--- src/rtl/dmtlo_pkg.sv ---
// Shared types and constants for the direct-mapped tag lookup with line ownership.
`default_nettype none

package dmtlo_pkg;

  localparam int unsigned TAG_W     = 24;
  localparam int unsigned CNT_OUT_W = 11;
  localparam int unsigned BSL_W     = 4;

  localparam logic [CNT_OUT_W-1:0] CNT_SAT   = 11'd2047;
  localparam logic [BSL_W-1:0]     BSL_RESET = 4'd7;

  typedef struct packed {
    logic [TAG_W-1:0] tag;
    logic             valid;
    logic             dirty;
    logic             gpu;
  } line_t;

  typedef struct packed {
    logic load;
    logic div_step;
    logic mem_rd;
    logic update;
    logic clr_step;
  } cmd_t;

  typedef struct packed {
    logic div_done;
    logic clr_last;
  } sts_t;

  typedef struct packed {
    logic                 hit;
    logic                 evicted;
    logic                 write_back;
    logic [TAG_W-1:0]     victim_tag;
    logic                 victim_was_gpu;
    logic                 owner_switched;
    logic                 wrote_dirty_line;
    logic [CNT_OUT_W-1:0] gpu_line_count;
    logic [CNT_OUT_W-1:0] gpu_dirty_count;
    logic [CNT_OUT_W-1:0] gpu_dirty_peak;
  } rsp_t;

endpackage

`default_nettype wire

--- src/rtl/dmtlo_ctrl.sv ---
// Controller: clearing sweep, access sequencing and result valid flag.
`default_nettype none

module dmtlo_ctrl
  import dmtlo_pkg::*;
(
  input  wire logic clk_i,
  input  wire logic rst_ni,
  input  wire logic req_valid_i,
  output logic      req_ready_o,
  output logic      rsp_valid_o,
  input  wire logic rsp_ready_i,
  input  wire sts_t sts_i,
  output cmd_t      cmd_o
);

  localparam logic [1:0] ST_CLEAR = 2'd0;
  localparam logic [1:0] ST_IDLE  = 2'd1;
  localparam logic [1:0] ST_DIV   = 2'd2;
  localparam logic [1:0] ST_UPD   = 2'd3;

  logic [1:0] st_q, st_d;
  logic       rsp_valid_q, rsp_valid_d;
  logic       slot_free;

  assign slot_free = !rsp_valid_q || rsp_ready_i;

  always_comb begin
    st_d        = st_q;
    cmd_o       = '0;
    req_ready_o = 1'b0;
    unique case (st_q)
      ST_CLEAR: begin
        cmd_o.clr_step = 1'b1;
        if (sts_i.clr_last) begin
          st_d = ST_IDLE;
        end
      end
      ST_IDLE: begin
        req_ready_o = 1'b1;
        if (req_valid_i) begin
          cmd_o.load = 1'b1;
          st_d       = ST_DIV;
        end
      end
      ST_DIV: begin
        if (sts_i.div_done) begin
          cmd_o.mem_rd = 1'b1;
          st_d         = ST_UPD;
        end else begin
          cmd_o.div_step = 1'b1;
        end
      end
      ST_UPD: begin
        if (slot_free) begin
          cmd_o.update = 1'b1;
          st_d         = ST_IDLE;
        end
      end
      default: begin
        st_d = ST_CLEAR;
      end
    endcase
  end

  always_comb begin
    rsp_valid_d = rsp_valid_q && !rsp_ready_i;
    if (cmd_o.update) begin
      rsp_valid_d = 1'b1;
    end
  end

  always_ff @(posedge clk_i or negedge rst_ni) begin
    if (!rst_ni) begin
      st_q        <= ST_CLEAR;
      rsp_valid_q <= 1'b0;
    end else begin
      st_q        <= st_d;
      rsp_valid_q <= rsp_valid_d;
    end
  end

  assign rsp_valid_o = rsp_valid_q;

  a_update_slot_free: assert property (@(posedge clk_i) disable iff (!rst_ni)
    cmd_o.update |-> (!rsp_valid_q || rsp_ready_i))
    else $error("Result register overwritten before its word was taken");

  a_valid_from_update: assert property (@(posedge clk_i) disable iff (!rst_ni)
    $rose(rsp_valid_q) |-> $past(st_q == ST_UPD))
    else $error("Result valid rose outside the update step");

endmodule

`default_nettype wire

--- config.mk ---
export PLATFORM = sky130hd
export DESIGN_NAME = dmtlo_ctrl
export DESIGN_NICKNAME = d
export VERILOG_FILES = /design/src/rtl/dmtlo_pkg.sv /design/src/rtl/dmtlo_ctrl.sv
export SDC_FILE = /design/constraint.sdc
export NUM_CORES = 1
export LEC_CHECK = 0
export BUFFER_PORTS_ARGS = -buffer_cell sky130_fd_sc_hd__buf_2
export CAP_MARGIN = 20
export CORE_AREA = 10 10 47 49
export CTS_BUF_LIST = sky130_fd_sc_hd__clkbuf_8
export DETAILED_ROUTE_END_ITERATION = 16
export DIE_AREA = 0 0 57 59
export PLACE_DENSITY_LB_ADDON = 0.12
export SYNTH_ARGS = -nofsm -noshare
export SYNTH_HDL_FRONTEND = slang
export SYNTH_SLANG_ARGS = --single-unit
--- constraint.sdc ---
create_clock -name clk_i -period 1.8 [get_ports clk_i]
set_clock_uncertainty 0.2 [all_clocks]
set_input_delay 0.27 -clock clk_i [delete_from_list [all_inputs] [get_ports clk_i]]
set_output_delay 0.27 -clock clk_i [all_outputs]
set_load 0.01 [all_outputs]
==> results of run 1 <==
-- per-stage QoR --
step	TNS [ns]	hold WS, ns	util [%]	instances
after CTS	-0.207	0.136	35.0	65
after global placement	-0.136	-0.126	27.4	56
after floorplan	-0.106	-0.226	-	22
after detailed placement	-0.148	-0.132	27.4	56
after global routing	-0.327	0.165	36.4	66
final	-0.233	0.140	36.4	66
-- synth_stat cells (all sizes together) --
library cell	count
and2	3
and2b	1
and3b	1
dfrtp	3
ha	5
inv	2
mux2	1
mux2i	1
nand2b	2
nor2b	2
or4	1
-- final timing paths --
kind	startpoint	end	slack, ns	cells after the start
max	st_q[1]	st_q[1]	-0.14	5
min	rsp_ready_i	rsp_valid_o	0.14	3
max reg2reg	st_q[1]	st_q[1]	-0.14	5
min reg2reg	rsp_valid_o	rsp_valid_o	0.32	2
max in group asynchronous	rst_ni	st_q[0]	1.09	2
min in group asynchronous	rst_ni	rsp_valid_o	0.18	2
-- cell type report --
| class | instances | area [um^2] | area share [%] |
|---|---|---|---|
| Tap cell | 16 | 20.0 | 3.92 |
| Inverter | 2 | 7.51 | 1.47 |
| Timing Repair Buffer | 24 | 153 | 29.9 |
| Multi-Input combinational cell | 17 | 209 | 40.9 |
| Clock inverter | 1 | 3.75 | 0.735 |
| Sequential cell | 3 | 76.3 | 15.0 |
| Clock buffer | 3 | 41.3 | 8.09 |
-- cells by family after synthesis --
family	Yosys count
DFF	3
muxes	2
buffers and inverters	2
adders and majority gates	5
and+or+nand+nor	10
-- power groups by stage --
| stage | logic [mW] | clock network (mW) | registers [mW] |
|---|---|---|---|
| after floorplan | 0.249 | 0 | 0.140 |
| after global placement | 0.457 | 0 | 0.140 |
| after detailed placement | 0.457 | 0 | 0.137 |
| after CTS | 0.559 | 0.196 | 0.144 |
| after global routing | 0.638 | 0.200 | 0.159 |
| final | 0.580 | 0.188 | 0.155 |
-- worst max-delay path, cell delays in order (launching register included) --
cell	delay, ns
dfrtp_1	0.42
inv_2	0.10
ha_4	0.16
nor2b_1	0.12
or4_4	0.51
mux2_4	0.31
-- state kept, by name, indices dropped and copies added, names as in the netlist --
| register | flops |
|---|---|
| rsp_valid_o | 1 |
| st_q | 2 |
-- routing by layer --
layer / track usage, % / wire [um] / up-vias
li1: - / - / 126
met1: 3.33 / 259 / 115
met2: 7.75 / 386 / 7
met3: 3.65 / 53 / 2
met4: 3.02 / 7 / 0
met5: 0 / 0 / -
-- timing repair --
action | in CTS | in global routing
gates resized for setup | 4 | 2
endpoints found under the hold margin | 3 | 0
pin swaps | 3 | 3
setup endpoints to repair | 1 | 2
setup buffers | 4 | 1
hold buffers | 1 | 0
cloned | 0 | 0
==> impl_metrics.tcl, run 1 <==
set metrics [dict create \
    status "finished with violations" \
    violations "setup timing" \
    max_clock_freq_ghz 0.515 \
    crit_arrival_ns 1.84 \
    syn_inst 22 \
    synth-xor-area-share_pct 0 \
    wire_per_inst_um 10.7 \
    layout.nets 62 \
    cts_tree "done" \
    yosys_warnings 0 \
    num_antenna_cells 0 \
    synth.distinct_cells 13 \
    intPower_mw 0.618 \
    crit_required_ns 1.69 \
    p_total_mw 0.923 \
    power_density_nw_per_um2 1810 \
    clk_pin_slew_worst_paths_ns 0.03 \
    synth_seq_area_share_pct 29.9 \
    initial_core_util_pct 17.9 \
    clk_path_buf_depth 2 \
    synth_top_area_share_pct 29.9 \
    period_share_pct 108 \
    core_um2 1400 \
    dr.first_iter.drc_count 2 \
    clkPwrFrac_pct 20.4 \
    synth_compound_area_share_pct 0 \
    seq_power_share_pct 16.8 \
    crit_fanout 3 \
    tightest_slew_ns 0.186 \
    die_area_um2 3360 \
    drc_errors 0 \
    final_common_cell "buf_2" \
    core.rowCount 14 \
    synth_top_cell_by_area "dfrtp_1" \
    maxCapViolCount 0 \
    grt_antenna_before_repair 0 \
    avgSynthCellArea_um2 11.4 \
    synth_top_family_by_area "simple AND/OR/NAND/NOR gates" \
    ys_seq_elements 3 \
    synth_area_um2 251 \
    nFillCells 148 \
    worst_slack_ns -0.143 \
    cp-start-kind "flip-flop" \
    p_leak_nw 0.270 \
    power.net_switching_mw 0.305 \
    ant_nets 0 \
    grt_pass1_wl_um 1120 \
    dpl_worst_slack_ns -0.148 \
    grt_max_degree 5 \
    via_per_inst 3.79 \
    syn2layout_area_growth_pct 103 \
    clock_latency_ns 0.22 \
    synthAdderAreaFrac_pct 24.9 \
    rsz0062_at_grt "true" \
    setup_viol 2 \
    grt_usage_pct 4.49 \
    synth.area.mux_share_pct 9.95 \
    peakVddDrop_mv 0.706 \
    layout_common_cells "buf_2, buf_4, ha_4, clkbuf_8" \
    grt_pass1_vias 270 \
    cp-end-kind "flip-flop" \
    cts_sinks 3 \
    grt_remaining_overflow 0 \
    gp_congestion 0.680 \
    syn_nets 33 \
    port_buffers 12 \
    place_area_um2 384 \
    period_needed_ns 1.94 \
    switching_share_pct 33.1 \
    clock-root-buffer "clkbuf_8" \
    drv_slew 0 \
    cts_made_buffers 3 \
    worst-setup-path-type "reg2reg" \
    io_pins 13 \
    die_h_um 59 \
    die_w_um 57 \
    hold_viol 0 \
    vias 250 \
    cts_max_level 1 \
    finish.instance_area_um2 510 \
    power_frac_comb_pct 62.8 \
    relSlewSlack_pct 87.6 \
    synth_simple_gate_area_share_pct 32.3 \
    netlist_top_cells_area "dfrtp_1, ha_1, and2_2, mux2_4, nor2b_4" \
    worstHoldPathType "in2reg" \
    drt_wl_total_um 706 \
    dr.pass1.iters 2 \
    layout-drive-gt1-share_pct 76.0 \
]
Power figures use the tool's default switching activity.
==> inputs of run 2 (changes only) <==
==> constraint.sdc (replaced) <==
create_clock -name clk_i -period 1.6 [get_ports clk_i]
set_clock_uncertainty 0.2 [all_clocks]
set_input_delay 0.24 -clock clk_i [delete_from_list [all_inputs] [get_ports clk_i]]
set_output_delay 0.24 -clock clk_i [all_outputs]
set_load 0.01 [all_outputs]
==> run 2 against run 1 <==
- the flow still finishes with violations (setup timing)
- first-iteration DRC count is the same
- die area is the same
- worst setup slack lost 0.19 ns
- flip-flop and latch count is the same
- utilization grew 2.6 points
- non-clock buffer count grew 1
- clock power grew 15%
- wire length grew 16%
- sequential power grew 6%
- via count grew 2.4%
- global-route usage grew 0.65 points
- highest routed layer unchanged
==> impl_metrics.tcl, run 2 (synthesized netlist as in run 1, its figures left out) <==
set metrics [dict create \
    power_frac_comb_pct 67.0 \
    violations "setup timing" \
    min_to "rsp_valid_o" \
    dr.first_iter.drc_count 2 \
    drt_wl_total_um 818 \
    top_register "st_q" \
    setup_viol 7 \
    intPower_mw 0.783 \
    layout.cells.non_filler 67 \
    r2r-end "st_q[1]" \
    layout.nets 63 \
    grt_pass1_vias 280 \
    drv_slew 0 \
    cts_tree "done" \
    hold_depth 3 \
    grt_antenna_before_repair 0 \
    grt_max_degree 5 \
    p_leak_nw 0.283 \
    dr.pass1.iters 2 \
    p_total_mw 1.16 \
    hold_viol 0 \
    clk_pin_slew_worst_paths_ns 0.03 \
    wire_per_inst_um 12.2 \
    layout_common_cells "buf_2, buf_4, buf_6, clkbuf_8" \
    core_um2 1400 \
    dpl_worst_slack_ns -0.320 \
    finish.instance_area_um2 547 \
    dp.cells 58 \
    cts_max_level 1 \
    status "finished with violations" \
    cp-end-kind "flip-flop" \
    crit_fanout 3 \
    initial_core_util_pct 17.9 \
    crit_arrival_ns 1.83 \
    period_needed_ns 1.93 \
    regArea_um2 76.3 \
    num_antenna_cells 0 \
    cp-start-kind "flip-flop" \
    max_clock_freq_ghz 0.517 \
    die_area_um2 3360 \
    reg2regPathDepth 5 \
    cpMaxStageDelayCell "or4_4" \
    multiInputGateArea_um2 208 \
    clk_path_buf_depth 2 \
    crit_family "simple AND/OR/NAND/NOR gates" \
    maxCapViolCount 0 \
    cts_sinks 3 \
    cts_made_buffers 3 \
    io_pins 13 \
    slowest_delay_ns 0.52 \
    switching_share_pct 32.3 \
    vias 256 \
    die_w_um 57 \
    grt_pass1_wl_um 1270 \
    dp_hpwl_um 629 \
    clock_latency_ns 0.22 \
    seq_power_share_pct 14.2 \
    worst-setup-path-type "reg2reg" \
    grt_usage_pct 5.14 \
    r2r-start "st_q[1]" \
    tightest_slew_ns 0.113 \
    port_buffers 12 \
    holdCritStartpoint "rsp_ready_i" \
    peakVddDrop_mv 0.820 \
    clkPwrFrac_pct 18.8 \
    grt_remaining_overflow 0 \
    power_density_nw_per_um2 2110 \
    core.rowCount 14 \
    gp_congestion 0.705 \
    clock-root-buffer "clkbuf_8" \
    die_h_um 59 \
    reg2reg_setup_slack_ns -0.33 \
    nFillCells 155 \
    power.net_switching_mw 0.373 \
    largest_reg_flops 2 \
    rsz0062_at_grt "true" \
    timing.hold.ws_ns 0.127 \
    cp_num_cells 5 \
    period_share_pct 121 \
    ant_nets 0 \
    relSlewSlack_pct 92.3 \
    via_per_inst 3.82 \
    worstHoldPathType "in2reg" \
    critPathBufInv 1 \
    fin_util_pct 39.0 \
    cp_cell_sequence "inv_2 > ha_4 > and2b_1 > or4_4 > mux2_4" \
    layout-drive-gt1-share_pct 78.4 \
    crit_required_ns 1.50 \
    syn2layout_area_growth_pct 117 \
    drc_errors 0 \
    place_area_um2 399 \
    finalSetupTns_ns -0.949 \
    worst_slack_ns -0.333 \
]
[run 2: final cells by class]
type | instances | area share [%]
clock inverter | 1 | 0.686
inverter | 2 | 1.37
sequential | 3 | 14.0
multi-input combinational | 17 | 38.0
timing repair buffer | 25 | 34.8
tap | 16 | 3.66
clock buffer | 3 | 7.55
[run 2: power by group through the flow]
stage               registers, mW  clock network [mW]  logic [mW]
floorplan                   0.157                   0       0.280
global placement            0.152                   0       0.559
detailed placement          0.154                   0       0.566
CTS                         0.162               0.221       0.728
global route                0.167               0.237       0.841
finish                      0.164               0.217       0.775
[run 2: layer usage]
metal,vias up,GRT usage [%],part of all wire (%)
li1,128,-,-
met5,-,0,0
met3,2,3.43,6.1
met4,0,3.02,2.1
met1,119,4.64,38
met2,7,8.53,54
[run 2: how the worst max path moves through the flow]
stage / startpoint / to
final: st_q[1] / st_q[1]
after CTS: st_q[1] / st_q[1]
after global routing: st_q[1] / st_q[1]
after global placement: st_q[1] / st_q[1]
after detailed placement: st_q[0] / st_q[1]
after floorplan: st_q[0] / st_q[1]
[run 2: timing repair]
item	CTS	global route
setup buffers	5	2
setup endpoints to repair	7	7
hold buffers	1	0
gates cloned	0	0
endpoints found under the hold margin	3	0
pin swaps	3	2
gates resized for setup	9	6
[run 2: worst reg2reg max path, stage by stage, from the launching register on]
cell     delay [ns]
dfrtp_1        0.38
inv_2          0.09
ha_4           0.17
and2b_1        0.15
or4_4          0.52
mux2_4         0.30
==> inputs of run 3 (changes only) <==
--- a/config.mk
+++ b/config.mk
@@ -7,6 +7,8 @@
 export LEC_CHECK = 0
 export BUFFER_PORTS_ARGS = -buffer_cell sky130_fd_sc_hd__buf_2
 export CAP_MARGIN = 20
+export CELL_PAD_IN_SITES_DETAIL_PLACEMENT = 1
+export CELL_PAD_IN_SITES_GLOBAL_PLACEMENT = 2
 export CORE_AREA = 10 10 47 49
 export CTS_BUF_LIST = sky130_fd_sc_hd__clkbuf_8
 export DETAILED_ROUTE_END_ITERATION = 16
==> run 3 against run 2 <==
- register-to-register slack about the same
- the flow still finishes with violations (setup timing)
- via count decreased by 4.7%
- die area unchanged
- largest power group unchanged
==> impl_metrics.tcl, run 3 (synthesized netlist as in run 1, its figures left out) <==
set metrics [dict create \
    status "finished with violations" \
    violations "setup timing" \
    r2r-start "st_q[0]" \
    gp_congestion 0.708 \
    dp.cells 56 \
    grt_max_degree 5 \
    drv_slew 0 \
    clock_latency_ns 0.21 \
    core.rowCount 14 \
    worstHoldPathType "in2reg" \
    dr.first_iter.drc_count 0 \
    clk_pin_slew_worst_paths_ns 0.03 \
    layout-drive-gt1-share_pct 77.1 \
    cts_sinks 3 \
    grt_remaining_overflow 0 \
    port_buffers 12 \
    dr.pass1.iters 1 \
    relSlewSlack_pct 92.2 \
    initial_core_util_pct 17.9 \
    setup_viol 6 \
    period_needed_ns 1.94 \
    layout_common_cells "buf_2, buf_4, clkbuf_8" \
    crit_required_ns 1.49 \
    io_pins 13 \
    top_register "st_q" \
    tightest_slew_ns 0.114 \
    cts_max_level 1 \
    core_um2 1400 \
    max_clock_freq_ghz 0.516 \
    cts_tree "done" \
    dpl_worst_slack_ns -0.363 \
    peakVddDrop_mv 0.764 \
    crit_start "st_q[0]" \
    power_density_nw_per_um2 2000 \
    cp-end-kind "flip-flop" \
    crit_arrival_ns 1.83 \
    die_w_um 57 \
    maxCapViolCount 0 \
    clock-root-buffer "clkbuf_8" \
    grt_pass1_vias 311 \
    worst-setup-path-type "reg2reg" \
    finish.instance_area_um2 503 \
    p_leak_nw 0.261 \
    drt_wl_total_um 717 \
    via_per_inst 3.81 \
    num_antenna_cells 0 \
    dp_hpwl_um 625 \
    holdCritStartpoint "rsp_ready_i" \
    wire_per_inst_um 11.2 \
    worst_slack_ns -0.340 \
    largest_reg_flops 2 \
    cp-start-kind "flip-flop" \
    finalSetupTns_ns -0.791 \
    hold_viol 0 \
    rsz0062_at_grt "true" \
    vias 244 \
    grt_pass1_wl_um 1290 \
    die_area_um2 3360 \
    layout.cells.non_filler 64 \
    period_share_pct 121 \
    drc_errors 0 \
    die_h_um 59 \
    final_common_cell "buf_2" \
    syn2layout_area_growth_pct 100 \
    cts_made_buffers 3 \
    layout.nets 60 \
    ant_nets 0 \
    grt_usage_pct 4.72 \
    grt_antenna_before_repair 0 \
    crit_fanout 4 \
    clk_path_buf_depth 2 \
    place_area_um2 384 \
]
-- run 3: changes by cell type in the layout (fill, tap and decap cells not counted) --
cell     previous run  this run
buf_2               9        10
buf_6               6         2
dfrtp_1             2         1
dfrtp_2             1         2
inv_2               2         1
inv_4               0         1
nor2b_1             0         1
nor2b_4             2         1
-- run 3: path summary, 6_finish.rpt --
check	to	slack (ns)	cells past startpoint
hold reg to reg	st_q[1]	0.39	1
min in group asynchronous	rsp_valid_o	0.16	2
hold / removal	rsp_valid_o	0.12	3
max in group asynchronous	st_q[0]	0.92	2
setup / recovery	st_q[1]	-0.34	4
setup reg to reg	st_q[1]	-0.34	4
-- run 3: where the power goes --
group	internal, mW	total, mW	leakage, nW	switching (mW)
sequential	0.122	0.173	0.0323	0.0509
combinational	0.389	0.625	0.202	0.236
clock	0.163	0.207	0.0269	0.0441
total	0.674	1.00	0.261	0.331
-- run 3: critical path, stage by stage (launching register included) --
cell and delay, ns:
dfrtp_2 0.44, ha_2 0.19, and3b_1 0.15, or4_4 0.53
mux2_4 0.31
-- run 3: per-layer routing --
metal	vias to the layer above	global-route usage (%)	part of all wire, %	wire length [um]
met1	117	4.17	37	267
met4	0	2.01	0	0
met2	5	8.99	58	415
met5	-	0	0	0
met3	0	2.15	4.7	34
li1	122	-	-	-
-- run 3: area by class of cell --
class | count | area (um^2)
multi-input cells | 17 | 200
fillers | 167 | 898
repair buffers | 22 | 150
clock buffers | 3 | 41.3
well taps | 16 | 20.0
clock inverters | 1 | 3.75
flip-flops and latches | 3 | 77.6
inverters | 2 | 10.0
-- run 3: repair_timing --
item | CTS | global route
setup buffers | 3 | 0
endpoints found under the setup margin | 7 | 7
endpoints found under the hold margin | 3 | 0
hold buffers | 1 | 0
pin swaps | 1 | 1
cloned | 0 | 0
gates resized for setup | 5 | 5
-- run 3: through the flow --
stage          util, %  total power [mW]  hold slack, ns
3_3_place_gp      27.4             0.680          -0.164
4_1_cts           34.7             0.997           0.135
6_report          35.9              1.00           0.124
5_1_grt           35.9              1.10           0.179
2_1_floorplan        -             0.437          -0.256
3_5_place_dp      27.4             0.689          -0.163
